==> src/rtl/twscr_pkg.sv <==
// Shared types and constants for the two-wire signal command receiver.
// No dependencies; every other file in rtl/ imports this package.
package twscr_pkg;

    // Frame length and bit counter width
    localparam int FRAME_BITS = 16;
    localparam int COUNT_W    = $clog2(FRAME_BITS);

    typedef logic [COUNT_W-1:0]    count_t;
    typedef logic [FRAME_BITS-1:0] word_t;

    // Station address after reset
    localparam logic [7:0] BOOT_ADDR_RESET = 8'h04;

    // Address that reprograms the station address
    localparam logic [7:0] PROG_CHANNEL = 8'hff;

    // Lamp commands
    localparam logic [7:0] CMD_RED   = 8'h00;
    localparam logic [7:0] CMD_GREEN = 8'h01;
    localparam logic [7:0] CMD_DARK  = 8'h0d;

    // One sample of the bus lines
    typedef struct packed {
        logic scl_level;
        logic sda_level;
    } in_item_t;

    // One result item
    typedef struct packed {
        logic       red_lamp;
        logic       green_lamp;
        logic       relay_on;
        logic       frame_done;
        logic [7:0] frame_addr;
        logic [7:0] frame_data;
        logic [7:0] station_id;
    } out_item_t;

    // Lamp and relay drive state
    typedef struct packed {
        logic relay;
        logic green;
        logic red;
    } lamp_t;

    // Input register contents handed to the decoder
    typedef struct packed {
        logic     valid;
        in_item_t item;
    } stage_t;

endpackage

==> src/rtl/two_wire_signal_command_receiver_unit.sv <==
// Top level of the two-wire signal command receiver: input register, decoder, result register.
// Depends on twscr_pkg, twscr_in_stage and twscr_frame_decoder.
//
//  channel   | handshake             | payload
//  ----------+-----------------------+---------------------------------
//  input     | in_valid / in_ready   | in_data  (scl_level, sda_level)
//  result    | out_valid / out_ready | out_data (lamps, relay, frame, id)
//  register  | cfg_we                | cfg_wdata (boot_address)
//
// One sample per cycle unless stalled; each gives one result via input, then result register.
// The rate is set by the single decoder pass between the input and result registers.
// A stalled result register holds the input register, which then holds in_ready low.
// Reset clears the frame state, lights the red lamp and loads station address 4.
module two_wire_signal_command_receiver_unit (
    input  logic                 clk,
    input  logic                 rst_n,
    input  logic                 in_valid,
    output logic                 in_ready,
    input  twscr_pkg::in_item_t  in_data,
    output logic                 out_valid,
    input  logic                 out_ready,
    output twscr_pkg::out_item_t out_data,
    input  logic                 cfg_we,
    input  logic [7:0]           cfg_wdata
);
    import twscr_pkg::*;

    stage_t    stage;
    out_item_t result;
    logic      advance;
    logic      out_valid_reg;
    out_item_t out_data_reg;

    // Move the held sample on when the result register is free or drains
    assign advance = stage.valid && (!out_valid_reg || out_ready);

    twscr_in_stage u_in_stage (
        .clk      (clk),
        .rst_n    (rst_n),
        .in_valid (in_valid),
        .in_ready (in_ready),
        .in_data  (in_data),
        .advance  (advance),
        .stage    (stage)
    );

    twscr_frame_decoder u_decoder (
        .clk       (clk),
        .rst_n     (rst_n),
        .stage     (stage),
        .advance   (advance),
        .cfg_we    (cfg_we),
        .cfg_wdata (cfg_wdata),
        .result    (result)
    );

    // Hold the result until it is taken
    always_ff @(posedge clk or negedge rst_n)
    begin
        if (!rst_n)
        begin
            out_valid_reg <= 1'b0;
        end
        else if (advance)
        begin
            out_valid_reg <= 1'b1;
        end
        else if (out_ready)
        begin
            out_valid_reg <= 1'b0;
        end
    end

    always_ff @(posedge clk)
    begin
        if (advance)
        begin
            out_data_reg <= result;
        end
    end

    assign out_valid = out_valid_reg;
    assign out_data  = out_data_reg;

    // An empty result register never blocks the input
    assert property (@(posedge clk) disable iff (!rst_n)
        !out_valid_reg |-> in_ready)
        else $error("input stalled with empty result register");

    // A sample that moves on shows up as a result next cycle
    assert property (@(posedge clk) disable iff (!rst_n)
        advance |=> out_valid_reg)
        else $error("advanced sample produced no result");

    // An input transfer leaves a sample in the input register
    assert property (@(posedge clk) disable iff (!rst_n)
        (in_valid && in_ready) |=> stage.valid)
        else $error("accepted sample lost from input register");

endmodule

==> src/rtl/twscr_in_stage.sv <==
// Input register of the receiver: holds one accepted bus sample.
// Depends on twscr_pkg.
module twscr_in_stage (
    input  logic                clk,
    input  logic                rst_n,
    input  logic                in_valid,
    output logic                in_ready,
    input  twscr_pkg::in_item_t in_data,
    input  logic                advance,
    output twscr_pkg::stage_t   stage
);
    import twscr_pkg::*;

    logic     valid_reg;
    in_item_t item_reg;

    // Take a new sample whenever the register is empty or drains this cycle
    assign in_ready = !valid_reg || advance;

    // Hold the sample until the decoder consumes it
    always_ff @(posedge clk or negedge rst_n)
    begin
        if (!rst_n)
        begin
            valid_reg <= 1'b0;
        end
        else if (in_valid && in_ready)
        begin
            valid_reg <= 1'b1;
        end
        else if (advance)
        begin
            valid_reg <= 1'b0;
        end
    end

    always_ff @(posedge clk)
    begin
        if (in_valid && in_ready)
        begin
            item_reg <= in_data;
        end
    end

    assign stage.valid = valid_reg;
    assign stage.item  = item_reg;

endmodule

==> src/rtl/twscr_frame_decoder.sv <==
// Frame decoder: start detection, bit capture, slot pairing, lamp and address update.
// Depends on twscr_pkg.
module twscr_frame_decoder (
    input  logic                 clk,
    input  logic                 rst_n,
    input  twscr_pkg::stage_t    stage,
    input  logic                 advance,
    input  logic                 cfg_we,
    input  logic [7:0]           cfg_wdata,
    output twscr_pkg::out_item_t result
);
    import twscr_pkg::*;

    logic       receiving_reg,   receiving_next;
    count_t     bit_count_reg,   bit_count_next;
    word_t      shift_word_reg,  shift_word_next;
    logic       prev_scl_reg;
    logic       prev_sda_reg;
    logic       pair_slot_reg,   pair_slot_next;
    logic [7:0] first_data_reg,  first_data_next;
    logic [7:0] second_data_reg, second_data_next;
    logic [7:0] last_addr_reg,   last_addr_next;
    logic [7:0] station_reg,     station_next;
    lamp_t      lamp_reg,        lamp_next;
    logic       done;
    logic       scl;
    logic       sda;
    logic       scl_rise;
    word_t      word_upd;

    assign scl      = stage.item.scl_level;
    assign sda      = stage.item.sda_level;
    assign scl_rise = scl && !prev_scl_reg;

    // Clear the addressed bit when the data line is low
    always_comb
    begin
        word_upd = shift_word_reg;
        if (!sda)
        begin
            word_upd[bit_count_reg] = 1'b0;
        end
    end

    // Work out the next state for the sample in the input register
    always_comb
    begin
        receiving_next   = receiving_reg;
        bit_count_next   = bit_count_reg;
        shift_word_next  = shift_word_reg;
        pair_slot_next   = pair_slot_reg;
        first_data_next  = first_data_reg;
        second_data_next = second_data_reg;
        last_addr_next   = last_addr_reg;
        station_next     = station_reg;
        lamp_next        = lamp_reg;
        done             = 1'b0;

        if (!receiving_reg)
        begin
            // Start condition: data falls while the clock is high
            if (scl && prev_sda_reg && !sda)
            begin
                receiving_next  = 1'b1;
                bit_count_next  = '0;
                shift_word_next = '1;
            end
        end
        else if (scl_rise)
        begin
            if (bit_count_reg == count_t'(FRAME_BITS - 1))
            begin
                // Last bit in: close the frame and file the command
                done           = 1'b1;
                receiving_next = 1'b0;
                bit_count_next = '0;
                shift_word_next = '1;
                last_addr_next = word_upd[7:0];
                if (!pair_slot_reg)
                begin
                    first_data_next = word_upd[15:8];
                end
                else
                begin
                    second_data_next = word_upd[15:8];
                end
                pair_slot_next = !pair_slot_reg;

                // Act only when both slots agree
                if (first_data_next == second_data_next)
                begin
                    if (last_addr_next == station_reg)
                    begin
                        case (first_data_next)
                            CMD_RED:   lamp_next = '{relay: 1'b0, green: 1'b0, red: 1'b1};
                            CMD_GREEN: lamp_next = '{relay: 1'b1, green: 1'b1, red: 1'b0};
                            CMD_DARK:  lamp_next = '{relay: 1'b0, green: 1'b0, red: 1'b0};
                            default:   lamp_next = lamp_reg;
                        endcase
                    end
                    if (last_addr_next == PROG_CHANNEL && first_data_next != 8'h00)
                    begin
                        station_next = first_data_next;
                    end
                end
            end
            else
            begin
                shift_word_next = word_upd;
                bit_count_next  = bit_count_reg + count_t'(1);
            end
        end
    end

    // Advance the state when the sample moves into the result register
    always_ff @(posedge clk or negedge rst_n)
    begin
        if (!rst_n)
        begin
            receiving_reg   <= 1'b0;
            bit_count_reg   <= '0;
            shift_word_reg  <= '1;
            prev_scl_reg    <= 1'b1;
            prev_sda_reg    <= 1'b1;
            pair_slot_reg   <= 1'b0;
            first_data_reg  <= '0;
            second_data_reg <= '0;
            last_addr_reg   <= '0;
            station_reg     <= BOOT_ADDR_RESET;
            lamp_reg        <= '{relay: 1'b0, green: 1'b0, red: 1'b1};
        end
        else
        begin
            if (advance)
            begin
                receiving_reg   <= receiving_next;
                bit_count_reg   <= bit_count_next;
                shift_word_reg  <= shift_word_next;
                prev_scl_reg    <= scl;
                prev_sda_reg    <= sda;
                pair_slot_reg   <= pair_slot_next;
                first_data_reg  <= first_data_next;
                second_data_reg <= second_data_next;
                last_addr_reg   <= last_addr_next;
                lamp_reg        <= lamp_next;
            end
            // A register write loads the station address at once
            if (cfg_we)
            begin
                station_reg <= cfg_wdata;
            end
            else if (advance)
            begin
                station_reg <= station_next;
            end
        end
    end

    // Form the result from the updated state
    assign result.red_lamp   = lamp_next.red;
    assign result.green_lamp = lamp_next.green;
    assign result.relay_on   = lamp_next.relay;
    assign result.frame_done = done;
    assign result.frame_addr = last_addr_next;
    assign result.frame_data = pair_slot_next ? first_data_next : second_data_next;
    assign result.station_id = station_next;

    // A frame only closes on a rising clock line while receiving
    assert property (@(posedge clk) disable iff (!rst_n)
        done |-> (receiving_reg && scl_rise))
        else $error("frame closed without a rising clock edge");

    // The bit counter rests at zero while idle
    assert property (@(posedge clk) disable iff (!rst_n)
        !receiving_reg |-> (bit_count_reg == '0))
        else $error("bit counter not zero while idle");

    // Each closed frame flips the slot and returns to idle
    assert property (@(posedge clk) disable iff (!rst_n)
        (advance && done) |=>
            (!receiving_reg && pair_slot_reg != $past(pair_slot_reg)))
        else $error("frame close did not flip slot or drop receive");

endmodule
==> config.mk <==
export PLATFORM = sky130hd
export DESIGN_NAME = two_wire_signal_command_receiver_unit
export DESIGN_NICKNAME = d
export VERILOG_FILES = /design/src/rtl/twscr_pkg.sv /design/src/rtl/two_wire_signal_command_receiver_unit.sv /design/src/rtl/twscr_in_stage.sv /design/src/rtl/twscr_frame_decoder.sv
export SDC_FILE = /design/constraint.sdc
export NUM_CORES = 1
export LEC_CHECK = 0
export ABC_AREA = 1
export BUFFER_PORTS_ARGS = -buffer_cell sky130_fd_sc_hd__buf_2
export CORE_MARGIN = 2
export CORE_UTILIZATION = 55
export DETAILED_ROUTE_END_ITERATION = 16
export GPL_ROUTABILITY_DRIVEN = 0
export PLACE_DENSITY_LB_ADDON = 0.2
export SYNTH_ARGS = -nofsm -noshare
export SYNTH_HDL_FRONTEND = slang
export SYNTH_SLANG_ARGS = --single-unit
==> constraint.sdc <==
create_clock -name clk -period 3.2 [get_ports clk]
set_input_delay 0.16 -clock clk [delete_from_list [all_inputs] [get_ports clk]]
set_output_delay 0.16 -clock clk [all_outputs]
set_load 0.05 [all_outputs]
# After elaboration in Yosys (flattened, before gate mapping)
# Cells that the tools add are included.
# op_classes
add_sub_neg,1
order_cmp,2
n_eq_ne,7
n_mux,54
bitwise,2
n_reduce_logical,22
# ops
op,n
$mux 8,25
$mux 16,5
$and 16x16->16,1
$eq 8x8->1,2
$mux 4,4
$not 16->16,1
$mux 3,5
$mux 1,13
$pmux 3 s3,1
$eq 8x1->1 const B,1
$eq 8x4->1 const B,1
$eq 8x8->1 const B,1
$logic_not 8->1,1
$reduce_bool 2->1,4
$reduce_bool 8->1,1
$logic_and 1x1->1,7
$logic_not 1->1,5
$lt 4x5->1 const B,1
$add 4x1->4 const B,1
$demux 1 s4,1
$eq 4x4->1 const B,1
$ge 4x1->1 const B,1
$reduce_and 3->1,1
$logic_or 1x1->1,2
other kinds (2),2
# word_totals
ff_bits,91
inputBits,15
out_inout_bits,30

# Depth between registers and ports, before layout
# Gate-level depths: netlist (run 1).
# depth
ltp_word,20
depth_mapped,18
mapped_depth_nobuf,18

# By module
# Synthesis (run 1) repeated with hierarchy kept, for this count alone.
# hier_totals
hier_cells,611
hier_area_um2,4793.3
# modules_own_cells
module,instances,cells_each,area_per_inst_um2,seq_area_each_um2
twscr_frame_decoder,1,568,3791.1,1501.4
two_wire_signal_command_receiver_unit,1,34,889.6,865.8
twscr_in_stage,1,9,112.6,85.1

# Least setup slack after synthesis (run 1)
# No wires, ideal clock.
# synth_timing
path_type,reg-to-reg
start,"register out_valid_reg, in the netlist out_valid"
end,register u_decoder.shift_word_reg[4]
setup_time_ns,0.087
t_arrival_ns,2.596
t_required_ns,3.113
setup_slack_ns,0.518
path_stages_with_launch,11
path_buffers,1
synth_period_minus_slack_ns,2.682
cell_sequence,dfrtp_1 nand2_1 nand2_1 clkinv_1 nand2_1 nor2_1 a21oi_2 nor2_1 inv_1 buf_2 nand3_1
# synth_via
elab_chain_len,4
# synth_lines
item,line_no,source
start: declaration,two_wire_signal_command_receiver_unit.sv:31,logic out_valid_reg;
start signal: assignment,two_wire_signal_command_receiver_unit.sv:62,out_valid_reg <= 1'b0;
start signal: assignment,two_wire_signal_command_receiver_unit.sv:66,out_valid_reg <= 1'b1;
start signal: assignment,two_wire_signal_command_receiver_unit.sv:70,out_valid_reg <= 1'b0;
$logic_not 1->1,two_wire_signal_command_receiver_unit.sv:35,assign advance = stage.valid && (!out_valid_reg || out_ready);
$logic_or 1x1->1,two_wire_signal_command_receiver_unit.sv:35,
$logic_and 1x1->1,two_wire_signal_command_receiver_unit.sv:35,
net advance,two_wire_signal_command_receiver_unit.sv:30,logic advance;
$reduce_and 3->1 (no line),n/a,
end signal: assignment,twscr_frame_decoder.sv:138,shift_word_reg <= shift_word_next;
end: declaration,twscr_frame_decoder.sv:16,"word_t shift_word_reg, shift_word_next;"
# The timed path passes the listed nets, and every way through them passes these cells.
# A chain may end at the register's enable or synchronous reset.

==> results.json, run 1 <==
{
  "wl_per_cell_um": 14.3,
  "ir_worst_vdd_v": 0.000391,
  "slew_violations": 0,
  "grt_pass1_vias": 3725,
  "start_kind": "register",
  "end_kind": "register",
  "cts_resized": 0,
  "finalWorstPathRequiredPeriod_ps": 2640,
  "ys_seq_area_share_pct": 52.2,
  "insertion_delay_ps": 360,
  "wl_um": 10700,
  "drc": 0,
  "cts_root_buf": "clkbuf_8",
  "synthArstFlopShare_pct": 67.0,
  "grt_max_degree": 34,
  "outcome": "finished clean",
  "yosysUniqueCellTypes": 36,
  "ys_top_cells_by_count": "219 x nand2_1, 68 x inv_1, 55 x o21ai_0, 48 x nand3_1, 41 x dfrtp_1",
  "setup_viol": 0,
  "drv_cap": 0,
  "io_buffers": 44,
  "total_leakage_power_nw": 2.55,
  "power_density_nw_per_um2": 807,
  "fin_worst_skew_ps": 14.6,
  "synth_edf_count": 30,
  "overflow": 0,
  "synth.area.top_cells": "dfrtp_1 22%, edfxtp_1 19%, nand2_1 17%",
  "crit_fanout": 12,
  "ys.flop_type": "dfrtp_1",
  "required_ps": 3330,
  "finalSetupTns_ps": 0,
  "max_slew_margin_pct": 54.4,
  "largest_reg_flops": 28,
  "grt_pass1_wl_um": 17900,
  "cp_data_arrival_time_ps": 2770,
  "synth_area_per_cell_um2": 7.94,
  "finalPower_mw": 4.26,
  "synth_nets": 612,
  "post-synth-top-count-cell": "nand2_1",
  "yosysTopAreaCell": "dfrtp_1",
  "rrSetupSlack_ps": 560,
  "yosys_warnings": 0,
  "vias": 3957,
  "h-tree-depth": 3,
  "setup_ws_ps": 556,
  "die_area_um2": 9300,
  "drtPass1Iterations": 6,
  "final_layout_size_suffix_gt1_share_pct": 16.5,
  "final_nets": 662,
  "period_share_pct": 82.6,
  "design.core.area_um2": 8260,
  "vias_per_cell": 5.26,
  "clkTransAtPathRegs_ps": 100,
  "antenna_left": 0,
  "tightestPinTransition_ps": 684,
  "antenna_found_initial": 0,
  "antennaDiodeCount": 0,
  "hold_viol_final": 0,
  "syn2layout_area_growth_pct": 12.3,
  "pre_cts_ws_ps": 591,
  "cts_tree": "built",
  "ios": 45,
  "worstHoldPathType": "in -> reg",
  "initial_core_util_pct": 56.9,
  "track_usage_pct": 25.5,
  "netlist_area_um2": 4700,
  "die_w_um": 96.4,
  "cts_buffers": 9,
  "final_util_pct": 63.9,
  "rows": 33,
  "syn_inst": 592,
  "yosys.area.top_type_share_pct": 21.8,
  "hpwlAfterDp_um": 7970,
  "fp.dieH_um": 96.4,
  "drt-initial-drc-count": 256,
  "fmax_ghz": 0.378,
  "ys_seq_elements": 91,
  "cts.sinks": 91,
  "clock_path_buffers": 2,
  "grt_setup_unrepaired": "no",
  "criticalPathCategory": "reg -> reg"
}
==> placed cells by master, fill, tap and decap left out, drive strengths merged, types with 5 or more instances in the layout <==
cell and n:
a21oi 6, nand2 225, dfstp 20, o21ai 61, inv 70, nor2 33
or2 5, buf 54, clkbuf 10, nand3 49, edfxtp 30, and2 8
o211ai 5, dfrtp 41, ha 5
==> routing by layer <==
layer  GRT usage [%]  up-vias  wire, um
li1                -     1990         -
met1            35.4     1824      4800
met2            42.0      128      5210
met3            2.87       15       541
met4            8.69        0       175
met5               0        -         0
==> cells by family after synthesis <==
group | count (synthesis) | share of synthesized area [%]
buffers and inverters | 88 | 7.67
adder cells (fa/ha/maj) | 5 | 1.33
flip-flops | 91 | 52.2
AND/OR/NAND/NOR | 328 | 29.5
AO/OA/AOI/OAI | 79 | 9.11
XOR/XNOR | 1 | 0.186
==> cell type report <==
class,count,area (um2)
clock buffer,10,128
clock inverter,6,88.8
fill,713,2980
inverter,70,263
multi-input combinational,413,1890
sequential,91,2450
tap,105,131
timing repair buffer,57,325
==> worst max-delay path, stage by stage, from the launching register on <==
cell and delay (ps):
dfrtp_1 420, ha_1 250, inv_1 80, nor2_1 60, nand2_1 180, nand2_1 140
nand2_1 80, nand2_1 150, nand2_1 100, nand2_1 70, nor2_1 90, nand2_1 120
nor2_4 270, nand3_1 200, and2_1 200
==> power breakdown <==
group	switching [mW]	internal (mW)	leakage [nW]
sequential	0.164	1.56	0.971
clock	0.408	0.442	0.103
combinational	1.22	0.470	1.47
total	1.79	2.47	2.55
==> what timing repair did <==
action                                 in CTS  in global routing
setup buffers                               0                  0
endpoints found under the hold margin      21                  0
hold buffers                                3                  0
==> path summary, 6_finish.rpt <==
check / start / end / cells past startpoint
worst max-delay path: u_decoder.bit_count_reg[0] / out_data[1] / 14
worst min-delay path: in_valid / u_in_stage.valid_reg / 3
worst max register to register: u_decoder.bit_count_reg[0] / out_data[1] / 14
worst min register to register: u_decoder.lamp_reg[0] / u_decoder.lamp_reg[0] / 2
max in group asynchronous: rst_n / u_decoder.shift_word_reg[14] / 3
min in group asynchronous: rst_n / u_decoder.station_reg[4] / 2
==> through the flow <==
stage | hold WS (ps) | area, um2 | instances
6_report | 27.7 | 5270 | 752
5_1_grt | 49.8 | 5270 | 752
4_1_cts | 24.6 | 5270 | 752
3_5_place_dp | 246 | 5030 | 733
3_3_place_gp | 239 | 5030 | 733
2_1_floorplan | -136 | 4700 | 592
Note: power is estimated with default switching activity, not from simulation.
==> run 2: changes to the inputs <==
--- a/config.mk
+++ b/config.mk
@@ -5,7 +5,7 @@
 export SDC_FILE = /design/constraint.sdc
 export NUM_CORES = 1
 export LEC_CHECK = 0
-export ABC_AREA = 1
+export ABC_AREA = 0
 export BUFFER_PORTS_ARGS = -buffer_cell sky130_fd_sc_hd__buf_2
 export CORE_MARGIN = 2
 export CORE_UTILIZATION = 55
==> constraint.sdc (replaced) <==
create_clock -name clk -period 2.46 [get_ports clk]
set_input_delay 0.123 -clock clk [delete_from_list [all_inputs] [get_ports clk]]
set_output_delay 0.123 -clock clk [all_outputs]
set_load 0.05 [all_outputs]
==> results.json, run 2 <==
{
  "outcome": "finished, violations left",
  "violations": "setup timing",
  "ys_seq_area_share_pct": 51.6,
  "hold_viol_final": 0,
  "antenna_left": 0,
  "final_nets": 602,
  "io_buffers": 44,
  "mostFrequentLayoutCells": "73 x nand2_1, 67 x buf_4, 61 x o21ai_0",
  "rows": 33,
  "finalWorstPathRequiredPeriod_ps": 2700,
  "max_slew_margin_pct": 60.1,
  "drtPass1Iterations": 5,
  "track_usage_pct": 27.1,
  "ys.flop_type": "dfrtp_1",
  "synth_area_per_cell_um2": 10.3,
  "setup_ws_ps": -245,
  "tightestPinTransition_ps": 592,
  "cp_data_arrival_time_ps": 2940,
  "ios": 45,
  "vias_per_cell": 6.09,
  "fp.dieH_um": 97.0,
  "setup_viol": 21,
  "fin_worst_skew_ps": 11.7,
  "reg2regPathDepth": 10,
  "ir_worst_vdd_v": 0.000518,
  "cts_tree": "built",
  "fmax_ghz": 0.370,
  "yosys.area.top_type_share_pct": 21.6,
  "netlist_area_um2": 4750,
  "place_inst": 653,
  "fillers": 518,
  "clkTransAtPathRegs_ps": 100,
  "whs_ps": 42.0,
  "final_layout_size_suffix_gt1_share_pct": 41.1,
  "yosysTopAreaCell": "dfrtp_1",
  "synthArstFlopShare_pct": 67.0,
  "synth.area.top_cells": "dfrtp_1 22%, edfxtp_1 19%, dfstp_2 11%",
  "grt_pass1_vias": 4078,
  "pre_cts_ws_ps": -277,
  "criticalPathCategory": "reg -> reg",
  "post-synth-top-count-cell": "nand2_1",
  "yosys_warnings": 0,
  "required_ps": 2690,
  "h-tree-depth": 3,
  "power_density_nw_per_um2": 716,
  "cts.sinks": 91,
  "start_kind": "register",
  "ys_seq_elements": 91,
  "die_area_um2": 9400,
  "design.core.area_um2": 8300,
  "slew_violations": 0,
  "cts_root_buf": "clkbuf_8",
  "wl_um": 13400,
  "total_leakage_power_nw": 2.80,
  "die_w_um": 97.0,
  "worstHoldPathType": "in -> reg",
  "drc": 0,
  "hold_path_depth": 3,
  "grt_setup_unrepaired": "yes",
  "drt-initial-drc-count": 366,
  "drv_cap": 0,
  "syn2layout_area_growth_pct": 33.7,
  "crit_fanout": 5,
  "cts_buffers": 9,
  "largest_reg_flops": 28,
  "final_common_cell": "nand2_1",
  "initial_core_util_pct": 57.3,
  "synth_nets": 480,
  "antenna_found_initial": 0,
  "antennaDiodeCount": 0,
  "vias": 4211,
  "synth_edf_count": 30,
  "insertion_delay_ps": 370,
  "rrSetupSlack_ps": -240,
  "wl_per_cell_um": 19.3,
  "layoutNonFillerInstCount": 692,
  "clock_path_buffers": 2,
  "period_share_pct": 110,
  "yosysUniqueCellTypes": 50,
  "grt_pass1_wl_um": 20300,
  "syn_inst": 460,
  "hpwlAfterDp_um": 8250,
  "end_kind": "register",
  "ys_top_cells_by_count": "77 x nand2_1, 62 x o21ai_0, 41 x dfrtp_1, 30 x edfxtp_1, 20 x dfstp_2",
  "overflow": 0,
  "grt_max_degree": 62
}
==> run 2: changes by cell type after synthesis, sizes merged, moves of 7 or more <==
cell,change
or4,+7
o31ai,+10
mux2i,+17
a31o,+7
a21oi,+12
nand2,-148
nor2,-16
inv,-50
and3,+17
mux2,+9
nand3,-40
==> run 2: through the flow <==
step           total power, mW  instance area [um2]  utilization [%]  TNS [ps]
2_1_floorplan             2.66                 4790                -      -428
3_3_place_gp              3.04                 5540             66.7     -1980
3_5_place_dp              3.09                 5540             66.7     -3300
4_1_cts                   4.34                 6060             73.1      -734
5_1_grt                   4.75                 6360             76.6     -4320
6_report                  4.55                 6360             76.6     -2820
==> run 2: cell families (layout without fill, tap and decap cells) <==
family	Yosys count	count (layout)	synth area share (%)
xor+xnor	2	2	0.369
mux	26	26	5.71
fa+ha+maj	5	5	1.32
simple gates	178	178	22.1
buf+inv	43	170	4.47
compound gates	115	115	14.4
flops	91	91	51.6
==> run 2: power breakdown <==
group	switching [mW]	internal [mW]
combinational	0.814	0.668
clock	0.580	0.582
sequential	0.171	1.74
total	1.57	2.99
==> run 2: final timing paths <==
check / from / to
setup / recovery: u_decoder.bit_count_reg[1] / u_decoder.lamp_reg[1]
hold / removal: cfg_wdata[7] / u_decoder.station_reg[7]
setup reg to reg: u_decoder.bit_count_reg[1] / u_decoder.lamp_reg[1]
hold reg to reg: u_decoder.prev_scl_reg / u_decoder.prev_scl_reg
max in group asynchronous: rst_n / u_decoder.lamp_reg[0]
min in group asynchronous: rst_n / u_in_stage.valid_reg
==> run 2: what timing repair did <==
| action | 4_1_cts | 5_1_grt |
|---|---|---|
| endpoints found under the setup margin | 22 | 29 |
| endpoints found under the hold margin | 45 | 0 |
| buffers inserted | 7 | 10 |
| resized for setup | 45 | 40 |
| gates cloned | 1 | 1 |
| pin swaps | 6 | 26 |
| hold buffers | 5 | 0 |
==> run 2: worst max-delay path: stages (launching register included) <==
cell and delay, ps:
dfrtp_2 450, buf_6 120, ha_4 130, nand4b_1 220, buf_4 230, a22oi_2 200
nand3b_1 110, a221o_1 400, buf_6 160, o41ai_4 410, o31ai_4 130
==> run 2: metal layers <==
metal	part of all wire [%]	GRT usage [%]	vias up
met4	4.3	11.5	0
met5	0	0	-
li1	-	-	1933
met3	7.1	5.92	47
met2	49	43.6	188
met1	39	35.5	2043
==> run 2: final cells by class <==
cell class	count	area (um2)	area share, %
Clock buffer	9	124	1.95
Timing Repair Buffer	135	1010	15.9
Inverter	19	76.3	1.20
Tap cell	105	131	2.07
Multi-Input combinational cell	326	2460	38.6
Sequential cell	91	2460	38.7
Clock inverter	7	98.8	1.55
